--- config.mk ---
export PLATFORM = sky130hd
export DESIGN_NAME = tiered_url_needle_matcher
export DESIGN_NICKNAME = d
export VERILOG_FILES = /design/src/rtl/tunm_pkg.sv /design/src/rtl/tunm_scan.sv /design/src/rtl/tiered_url_needle_matcher.sv
export SDC_FILE = /design/constraint.sdc
export NUM_CORES = 2
export LEC_CHECK = 0
export ABC_AREA = 1
export BUFFER_PORTS_ARGS = -buffer_cell sky130_fd_sc_hd__buf_2
export CELL_PAD_IN_SITES_DETAIL_PLACEMENT = 0
export CELL_PAD_IN_SITES_GLOBAL_PLACEMENT = 1
export CORE_MARGIN = 1.5
export CORE_UTILIZATION = 44
export DETAILED_ROUTE_END_ITERATION = 16
export PLACE_DENSITY = 0.89
export SLEW_MARGIN = 25
export SYNTH_ARGS = -nofsm -noshare
export SYNTH_HDL_FRONTEND = slang
export SYNTH_SLANG_ARGS = --single-unit
--- constraint.sdc ---
create_clock -name aclk -period 10.9 [get_ports aclk]
set_clock_uncertainty 0.1 [all_clocks]
set_input_delay 2.18 -clock aclk [delete_from_list [all_inputs] [get_ports aclk]]
set_output_delay 2.18 -clock aclk [all_outputs]
set_load 0.02 [all_outputs]
--- src/rtl/tunm_pkg.sv ---
package tunm_pkg;

    // Default needle capacity in bytes
    localparam int DEF_MAX_NEEDLE = 32;

    // Request actions
    localparam logic [1:0] ACT_CLEAR  = 2'd0;
    localparam logic [1:0] ACT_APPEND = 2'd1;
    localparam logic [1:0] ACT_CHAR   = 2'd2;
    localparam logic [1:0] ACT_END    = 2'd3;

    // Match tiers
    localparam logic [2:0] TIER_NONE      = 3'd0;
    localparam logic [2:0] TIER_PREFIX    = 3'd1;
    localparam logic [2:0] TIER_SEGMENT   = 3'd2;
    localparam logic [2:0] TIER_SUBSTRING = 3'd3;
    localparam logic [2:0] TIER_SCATTERED = 3'd4;

    // Configuration register indexes
    localparam logic REG_SCATTERED_MIN = 1'b0;
    localparam logic REG_SPAN_FACTOR   = 1'b1;

    localparam logic [5:0] SML_RESET  = 6'd3;
    localparam logic [2:0] SPAN_RESET = 3'd2;

    // Characters of interest
    localparam logic [7:0] CH_SLASH  = 8'h2F;
    localparam logic [7:0] CH_DOT    = 8'h2E;
    localparam logic [7:0] CH_DASH   = 8'h2D;
    localparam logic [7:0] CH_UNDER  = 8'h5F;
    localparam logic [7:0] CH_PLUS   = 8'h2B;
    localparam logic [7:0] CH_COLON  = 8'h3A;
    localparam logic [7:0] CH_TILDE  = 8'h7E;
    localparam logic [7:0] CH_QUERY  = 8'h3F;
    localparam logic [7:0] CH_HASH   = 8'h23;
    localparam logic [7:0] CH_UPPER_A = 8'h41;
    localparam logic [7:0] CH_UPPER_Z = 8'h5A;
    localparam logic [7:0] CASE_OFFSET = 8'd32;

    // Window age that marks "no window"
    localparam logic [7:0] AGE_NONE = 8'hFF;

    typedef struct packed {
        logic restart;  // start a fresh target scan
        logic step;     // consume one target character
    } scan_ctrl_t;

    function automatic logic [7:0] to_lower(input logic [7:0] c);
        logic [7:0] r;
        r = c;
        if (c inside {[CH_UPPER_A:CH_UPPER_Z]}) begin
            r = c + CASE_OFFSET;
        end
        return r;
    endfunction

    function automatic logic is_sep(input logic [7:0] c);
        return c inside {CH_SLASH, CH_DOT, CH_DASH, CH_UNDER, CH_PLUS, CH_COLON, CH_TILDE};
    endfunction

    function automatic logic [7:0] age_next(input logic [7:0] a);
        return (a >= AGE_NONE - 8'd1) ? AGE_NONE : a + 8'd1;
    endfunction

endpackage

--- src/rtl/tunm_scan.sv ---
module tunm_scan
    import tunm_pkg::*;
#(
    parameter int MAX_NEEDLE = DEF_MAX_NEEDLE
) (
    input  logic                                 aclk,
    input  logic                                 aresetn,
    input  scan_ctrl_t                           ctrl,
    input  logic [7:0]                           char_code,
    input  logic [MAX_NEEDLE-1:0]                eq,
    input  logic [$clog2(MAX_NEEDLE+1)-1:0]      needle_length,
    input  logic [5:0]                           scattered_min_length,
    input  logic [2:0]                           span_factor,
    output logic [2:0]                           tier
);

    localparam int LEN_W = $clog2(MAX_NEEDLE + 1);
    localparam int POS_W = $clog2(MAX_NEEDLE + 2);
    localparam int IDX_W = (MAX_NEEDLE > 1) ? $clog2(MAX_NEEDLE) : 1;
    localparam int LIM_W = LEN_W + 3;
    localparam int CMP_W = (LIM_W > 8) ? LIM_W : 8;
    localparam int LC_W  = (LEN_W > 6) ? LEN_W : 6;
    localparam logic [POS_W-1:0] POS_CAP = POS_W'(MAX_NEEDLE + 1);

    logic [POS_W-1:0]      pos_reg, pos_next;
    logic                  prefix_alive_reg, prefix_alive_next;
    logic                  query_seen_reg, query_seen_next;
    logic                  prev_sep_reg, prev_sep_next;
    logic [MAX_NEEDLE-1:0] partial_reg, partial_next;
    logic [MAX_NEEDLE-1:0] sep_start_reg, sep_start_next;
    logic                  found_seg_reg, found_seg_next;
    logic                  found_sub_reg, found_sub_next;
    logic [7:0]            age_reg  [MAX_NEEDLE];
    logic [7:0]            age_next_arr [MAX_NEEDLE];
    logic [7:0]            best_span_reg, best_span_next;

    logic [LEN_W-1:0]      last_full;
    logic [IDX_W-1:0]      last_idx;
    logic                  len_nz;

    assign len_nz    = (needle_length != '0);
    assign last_full = needle_length - LEN_W'(1);
    assign last_idx  = last_full[IDX_W-1:0];

    always_comb begin
        logic                  start;
        logic                  pos_in;
        logic [MAX_NEEDLE-1:0] part_new;
        logic [MAX_NEEDLE-1:0] sep_new;
        logic [7:0]            a;
        logic [7:0]            b;
        logic [7:0]            last_age;
        logic [7:0]            span;

        pos_next          = pos_reg;
        prefix_alive_next = prefix_alive_reg;
        query_seen_next   = query_seen_reg;
        prev_sep_next     = prev_sep_reg;
        partial_next      = partial_reg;
        sep_start_next    = sep_start_reg;
        found_seg_next    = found_seg_reg;
        found_sub_next    = found_sub_reg;
        best_span_next    = best_span_reg;
        for (int k = 0; k < MAX_NEEDLE; k++) begin
            age_next_arr[k] = age_reg[k];
        end

        start    = (pos_reg != '0);
        pos_in   = (pos_reg < POS_W'(needle_length));
        part_new = ((partial_reg << 1) | MAX_NEEDLE'(start)) & eq;
        sep_new  = ((sep_start_reg << 1) | MAX_NEEDLE'(prev_sep_reg && start)) & eq;
        a        = '0;
        b        = '0;
        last_age = '0;
        span     = '0;

        if (ctrl.restart) begin
            pos_next          = '0;
            prefix_alive_next = 1'b1;
            query_seen_next   = 1'b0;
            prev_sep_next     = 1'b0;
            partial_next      = '0;
            sep_start_next    = '0;
            found_seg_next    = 1'b0;
            found_sub_next    = 1'b0;
            best_span_next    = AGE_NONE;
            for (int k = 0; k < MAX_NEEDLE; k++) begin
                age_next_arr[k] = AGE_NONE;
            end
        end else if (ctrl.step) begin
            // prefix tracking runs on the whole target, query text included
            if (prefix_alive_reg && pos_in && !eq[pos_reg[IDX_W-1:0]]) begin
                prefix_alive_next = 1'b0;
            end
            pos_next = (pos_reg == POS_CAP) ? pos_reg : pos_reg + POS_W'(1);

            if (!query_seen_reg) begin
                if (char_code == CH_QUERY || char_code == CH_HASH) begin
                    query_seen_next = 1'b1;
                end else begin
                    if (len_nz) begin
                        partial_next   = part_new;
                        sep_start_next = sep_new;
                        if (part_new[last_idx]) begin
                            found_sub_next = 1'b1;
                        end
                        if (sep_new[last_idx]) begin
                            found_seg_next = 1'b1;
                        end
                        // each prefix keeps the age of its youngest window start
                        for (int k = 0; k < MAX_NEEDLE; k++) begin
                            if (k < needle_length) begin
                                a = age_next(age_reg[k]);
                                if (k == 0) begin
                                    b = '0;
                                end else begin
                                    b = age_next(age_reg[(k == 0) ? 0 : k - 1]);
                                end
                                if (eq[k] && b < a) begin
                                    a = b;
                                end
                                age_next_arr[k] = a;
                            end
                        end
                        last_age = age_next_arr[last_idx];
                        span     = last_age + 8'd1;
                        if (eq[last_idx] && last_age != AGE_NONE && span < best_span_reg) begin
                            best_span_next = span;
                        end
                    end
                    prev_sep_next = is_sep(char_code);
                end
            end
        end
    end

    always_ff @(posedge aclk) begin
        if (!aresetn) begin
            pos_reg          <= '0;
            prefix_alive_reg <= 1'b1;
            query_seen_reg   <= 1'b0;
            prev_sep_reg     <= 1'b0;
            partial_reg      <= '0;
            sep_start_reg    <= '0;
            found_seg_reg    <= 1'b0;
            found_sub_reg    <= 1'b0;
            best_span_reg    <= AGE_NONE;
            for (int k = 0; k < MAX_NEEDLE; k++) begin
                age_reg[k] <= AGE_NONE;
            end
        end else begin
            pos_reg          <= pos_next;
            prefix_alive_reg <= prefix_alive_next;
            query_seen_reg   <= query_seen_next;
            prev_sep_reg     <= prev_sep_next;
            partial_reg      <= partial_next;
            sep_start_reg    <= sep_start_next;
            found_seg_reg    <= found_seg_next;
            found_sub_reg    <= found_sub_next;
            best_span_reg    <= best_span_next;
            for (int k = 0; k < MAX_NEEDLE; k++) begin
                age_reg[k] <= age_next_arr[k];
            end
        end
    end

    // Tier from the scan state as it stands
    always_comb begin
        logic [LIM_W-1:0] limit;
        limit = LIM_W'(span_factor) * LIM_W'(needle_length);
        if (!len_nz) begin
            tier = TIER_NONE;
        end else if (prefix_alive_reg && pos_reg >= POS_W'(needle_length)) begin
            tier = TIER_PREFIX;
        end else if (found_seg_reg) begin
            tier = TIER_SEGMENT;
        end else if (found_sub_reg) begin
            tier = TIER_SUBSTRING;
        end else if (LC_W'(needle_length) >= LC_W'(scattered_min_length)
                     && best_span_reg != AGE_NONE
                     && CMP_W'(best_span_reg) <= CMP_W'(limit)) begin
            tier = TIER_SCATTERED;
        end else begin
            tier = TIER_NONE;
        end
    end

endmodule

--- src/rtl/tiered_url_needle_matcher.sv ---
// Channel   Ports                               Carries
// --------  ----------------------------------  ---------------------------------------
// input     s_valid/s_ready, s_action,          needle clear/append, target byte,
//           s_char_code                         end of target
// result    m_valid/m_ready, m_tier,            one match tier per end of target
//           m_needle_overflow
// config    psel/penable/pwrite/paddr/pwdata,   scattered_min_length (0x0),
//           prdata, pready                      span_factor (0x4)
//
// One request per cycle sustained while no end-of-target request is stalled: a
// request is held in the input register; when it fires, all needle positions update in parallel.
// An end-of-target request passes the input register, then the result register, to m_*.
// Reset (aresetn low at a clock edge) empties the needle and restores the
// register defaults; there is no clearing pass.
// An end-of-target request waits in the input register while a tier is still
// unclaimed on m_*; other requests never stall on the result side.
module tiered_url_needle_matcher
    import tunm_pkg::*;
#(
    parameter int MAX_NEEDLE = DEF_MAX_NEEDLE
) (
    input  logic        aclk,
    input  logic        aresetn,

    input  logic        psel,
    input  logic        penable,
    input  logic        pwrite,
    input  logic [2:0]  paddr,
    input  logic [31:0] pwdata,
    output logic [31:0] prdata,
    output logic        pready,

    input  logic        s_valid,
    output logic        s_ready,
    input  logic [1:0]  s_action,
    input  logic [7:0]  s_char_code,

    output logic        m_valid,
    input  logic        m_ready,
    output logic [2:0]  m_tier,
    output logic        m_needle_overflow
);

    localparam int LEN_W = $clog2(MAX_NEEDLE + 1);
    localparam int IDX_W = (MAX_NEEDLE > 1) ? $clog2(MAX_NEEDLE) : 1;

    // Configuration registers
    logic [5:0] scattered_min_length_reg;
    logic [2:0] span_factor_reg;

    // Input register
    logic       in_valid_reg;
    logic [1:0] in_action_reg;
    logic [7:0] in_char_reg;

    // Needle store: contents need no reset, only entries below the length are used
    logic [7:0]       needle_reg [MAX_NEEDLE];
    logic [LEN_W-1:0] needle_length_reg;
    logic             overflow_reg;

    // Result register
    logic       m_valid_reg;
    logic [2:0] m_tier_reg;
    logic       m_overflow_reg;

    logic                  fire;
    logic                  cfg_write;
    logic [MAX_NEEDLE-1:0] eq;
    logic [2:0]            tier;
    scan_ctrl_t            ctrl;

    // An end-of-target request needs a free result slot, anything else goes through
    assign fire    = in_valid_reg && (in_action_reg != ACT_END || !m_valid_reg || m_ready);
    assign s_ready = !in_valid_reg || fire;

    assign ctrl.step    = fire && (in_action_reg == ACT_CHAR);
    assign ctrl.restart = fire && (in_action_reg != ACT_CHAR);

    // Compare the held byte against every needle position at once
    always_comb begin
        for (int k = 0; k < MAX_NEEDLE; k++) begin
            eq[k] = (k < needle_length_reg) && (needle_reg[k] == in_char_reg);
        end
    end

    // APB port: zero-wait, writes land on the access phase
    assign pready    = 1'b1;
    assign cfg_write = psel && penable && pwrite;

    always_comb begin
        case (paddr[2])
            REG_SCATTERED_MIN: prdata = 32'(scattered_min_length_reg);
            REG_SPAN_FACTOR:   prdata = 32'(span_factor_reg);
            default:           prdata = '0;
        endcase
    end

    always_ff @(posedge aclk) begin
        if (!aresetn) begin
            scattered_min_length_reg <= SML_RESET;
            span_factor_reg          <= SPAN_RESET;
        end else if (cfg_write) begin
            case (paddr[2])
                REG_SCATTERED_MIN: scattered_min_length_reg <= pwdata[5:0];
                REG_SPAN_FACTOR:   span_factor_reg          <= pwdata[2:0];
                default: ;
            endcase
        end
    end

    // Input register: lowercase on the way in
    always_ff @(posedge aclk) begin
        if (!aresetn) begin
            in_valid_reg <= 1'b0;
        end else if (s_valid && s_ready) begin
            in_valid_reg <= 1'b1;
        end else if (fire) begin
            in_valid_reg <= 1'b0;
        end
    end

    always_ff @(posedge aclk) begin
        if (s_valid && s_ready) begin
            in_action_reg <= s_action;
            in_char_reg   <= to_lower(s_char_code);
        end
    end

    // Needle length and overflow flag
    always_ff @(posedge aclk) begin
        if (!aresetn) begin
            needle_length_reg <= '0;
            overflow_reg      <= 1'b0;
        end else if (fire && in_action_reg == ACT_CLEAR) begin
            needle_length_reg <= '0;
            overflow_reg      <= 1'b0;
        end else if (fire && in_action_reg == ACT_APPEND) begin
            if (needle_length_reg < LEN_W'(MAX_NEEDLE)) begin
                needle_length_reg <= needle_length_reg + LEN_W'(1);
            end else begin
                // drop the byte, flag it until the next clear
                overflow_reg <= 1'b1;
            end
        end
    end

    always_ff @(posedge aclk) begin
        if (fire && in_action_reg == ACT_APPEND && needle_length_reg < LEN_W'(MAX_NEEDLE)) begin
            needle_reg[needle_length_reg[IDX_W-1:0]] <= in_char_reg;
        end
    end

    tunm_scan #(
        .MAX_NEEDLE (MAX_NEEDLE)
    ) u_scan (
        .aclk                 (aclk),
        .aresetn              (aresetn),
        .ctrl                 (ctrl),
        .char_code            (in_char_reg),
        .eq                   (eq),
        .needle_length        (needle_length_reg),
        .scattered_min_length (scattered_min_length_reg),
        .span_factor          (span_factor_reg),
        .tier                 (tier)
    );

    // Result register: load on end of target, drop once taken
    always_ff @(posedge aclk) begin
        if (!aresetn) begin
            m_valid_reg <= 1'b0;
        end else if (fire && in_action_reg == ACT_END) begin
            m_valid_reg <= 1'b1;
        end else if (m_ready) begin
            m_valid_reg <= 1'b0;
        end
    end

    always_ff @(posedge aclk) begin
        if (fire && in_action_reg == ACT_END) begin
            m_tier_reg     <= tier;
            m_overflow_reg <= overflow_reg;
        end
    end

    assign m_valid           = m_valid_reg;
    assign m_tier            = m_tier_reg;
    assign m_needle_overflow = m_overflow_reg;

endmodule

==> flow_summary.yaml <==
drt:
  wire_per_inst_um: 18.3
  via_per_inst: 5.63
  ant_nets: 0
  vias: 47200
  wirelength_mm: 153
  drtIter0Drc: 4808
  drc: 0
  firstDrtPassIters: 6
clock_tree:
  cts_resized: 0
  cts_buffers: 77
  clk_pin_slew_ns: 0.06
  clock_latency_ns: 0.67
  post_cts_buffers: 0
  root_buffer: "clkbuf_16"
  cts_max_level: 3
  hold_buffers: 0
  cts_sinks: 625
  cts_tree: "done"
  clockBufferDepth: 3
timing:
  final_period_minus_worst_setup_slack_ns: 7.45
  finalMaxSlewViolations: 0
  fin_hold_ws_ns: 0.327
  finalCritPeriodShare: 0.683
  finalSetupTns_ns: 0
  timing.fmax_ghz: 0.134
  worst_slew_pin_slew_ns: 1.11
  slew_headroom: 0.261
  final-hold-violation-count: 0
  grt_setup_unrepaired: "no"
  setup_viol: 0
  setup_ws_ns: 3.45
power_and_ir_drop:
  total_power_mw: 5.90
  p_leak_nw: 24.5
  cellPowerDensity_nw_per_um2: 115
  ir_drop_uv: 111
worst_hold_path:
  hp-class: "reg -> reg"
  holdPathEnd: "m_needle_overflow"
  min_path_cells: 0
  min_from: "overflow_reg"
placed_design:
  pre_cts_ws_ns: 3.72
  io_buffers: 35
  dp_cells: 8236
  dp_hpwl_mm: 108
  placed_area_um2: 48800
  gp_congestion: 0.920
logic_synthesis:
  yosysWarnings: 0
  synth-seq-cells: 625
  yosysSeqAreaShare: 0.319
  synth_area_um2: 47700
  synth.avg_cell_area_um2: 6.81
  synthFlopType: "dfxtp_1"
  synth_edf_count: 270
  synthCells: 7004
  ys_types: 69
  synthArstFlopShare: 0
global_route:
  grt_antenna_before_repair: 0
  grt_pass1_wl_mm: 240
  grt-ovfl-total: 0
  grt_max_degree: 233
  grt_usage: 0.270
  grt_pass1_vias: 43400
floorplanning:
  die_x_um: 332
  dieArea_um2: 110000
  row_count: 120
  core_area_um2: 107000
  initial_core_util: 0.445
  die_y_um: 332
  io_pins: 91
layout:
  final_nets: 7238
  layout.cells.non_filler: 8381
  final_common_cell: "nand2_1"
  final_core_util: 0.479
  design_area_um2: 51400
  syn_to_final_growth_pct: 7.80
  drive_gt1_frac: 0.0606
  diodes: 0
  n_fill_cell: 10900
  final_cell_mix: "nand2_1 (1660), nand3_1 (1192), inv_1 (814), nor2_1 (533), a21oi_1 (476)"
worst_setup_path:
  cp_max_fo: 38
  cp_slowest_stage_delay_ns: 0.77
  worstPathArrival_ns: 7.85
  path_buf_inv: 3
  reg2reg_slack_ns: 3.45
  cp_top_family: "simple AND/OR/NAND/NOR gates"
  cp-end-kind: "flip-flop"
  cp_slowest_cell: "dfxtp_4"
  worst_path_most_repeated_cell: "nand3_1"
  path_class: "reg -> reg"
  startpoint_type: "flip-flop"
  r2r_start: "needle_length_reg[0]"
  rr_worst_depth: 28
  rr_endpoint: "u_scan.best_span_reg[6]"
  crit_required_ns: 11.30
status:
  outcome: "completed"
job:
  maxCapViolCount: 0
cells in the mapped netlist, drive strengths merged, types with 6 or more instances:
| library cell | n | area (µm²) |
|---|---|---|
| or2 | 54 | 338 |
| nor3 | 132 | 782 |
| inv | 839 | 3160 |
| nor4 | 10 | 77.6 |
| o311ai | 6 | 52.6 |
| clkinv | 7 | 27.5 |
| edfxtp | 270 | 8110 |
| nand4 | 70 | 457 |
| nand3b | 14 | 105 |
| a31oi | 13 | 81.3 |
| dfxtp | 355 | 7110 |
| o21a | 6 | 45.0 |
| o21ai | 262 | 1340 |
| a211o | 54 | 473 |
| a211oi | 10 | 75.1 |
| ha | 268 | 3350 |
| clkbuf | 150 | 564 |
| nand3 | 1203 | 6080 |
| o221ai | 11 | 96.3 |
| xnor2 | 134 | 1170 |
| buf | 131 | 805 |
| xor2 | 79 | 699 |
| a21oi | 480 | 2420 |
| nor2 | 569 | 2320 |
| a21boi | 17 | 128 |
| o211ai | 112 | 841 |
| nand2 | 1711 | 6610 |
where the power goes:
group / internal, mW / switching, mW / total (mW)
Clock: 1.49 / 1.16 / 2.65
Combinational: 0.216 / 0.572 / 0.788
Sequential: 2.45 / 0.0153 / 2.47
Total: 4.16 / 1.75 / 5.90
layout make-up:
cell class                      instances  area [µm²]  area share
Clock buffer                           96        2100      0.0409
Clock inverter                         48         457     0.00889
Inverter                              846        3200      0.0623
Multi-Input combinational cell       5277       28000       0.546
Sequential cell                       625       15200       0.296
Tap cell                             1403        1760      0.0342
Timing Repair Buffer                   86         616      0.0120
per-layer routing:
layer  track usage  share of wire
met1         0.365           0.43
met2         0.440           0.45
met5             0              0
met3        0.0398          0.081
met4        0.0877          0.030
kinds of logic after synthesis:
kind of cell,after synthesis,share of synthesized area
and+or+nand+nor,3766,0.352
AOI/OAI and AO/OA,998,0.121
adders and majority gates,273,0.0724
DFF,625,0.319
xor gates and xnor gates,213,0.0393
other,2,0.000158
buffers and inverters,1127,0.0956
how the worst max path moves through the flow:
stage / from / to / slack [ns] / cells past startpoint
finish: needle_length_reg[0] / u_scan.best_span_reg[6] / 3.45 / 28
global route: u_scan.age_reg[0][113] / u_scan.best_span_reg[3] / 3.05 / 39
CTS: needle_length_reg[1] / u_scan.best_span_reg[6] / 3.61 / 28
detailed placement: needle_length_reg[1] / u_scan.best_span_reg[6] / 3.72 / 28
global placement: needle_length_reg[1] / u_scan.best_span_reg[3] / 3.90 / 28
floorplan: needle_length_reg[0] / u_scan.best_span_reg[0] / 5.01 / 37
Power figures use the tool's default switching activity.
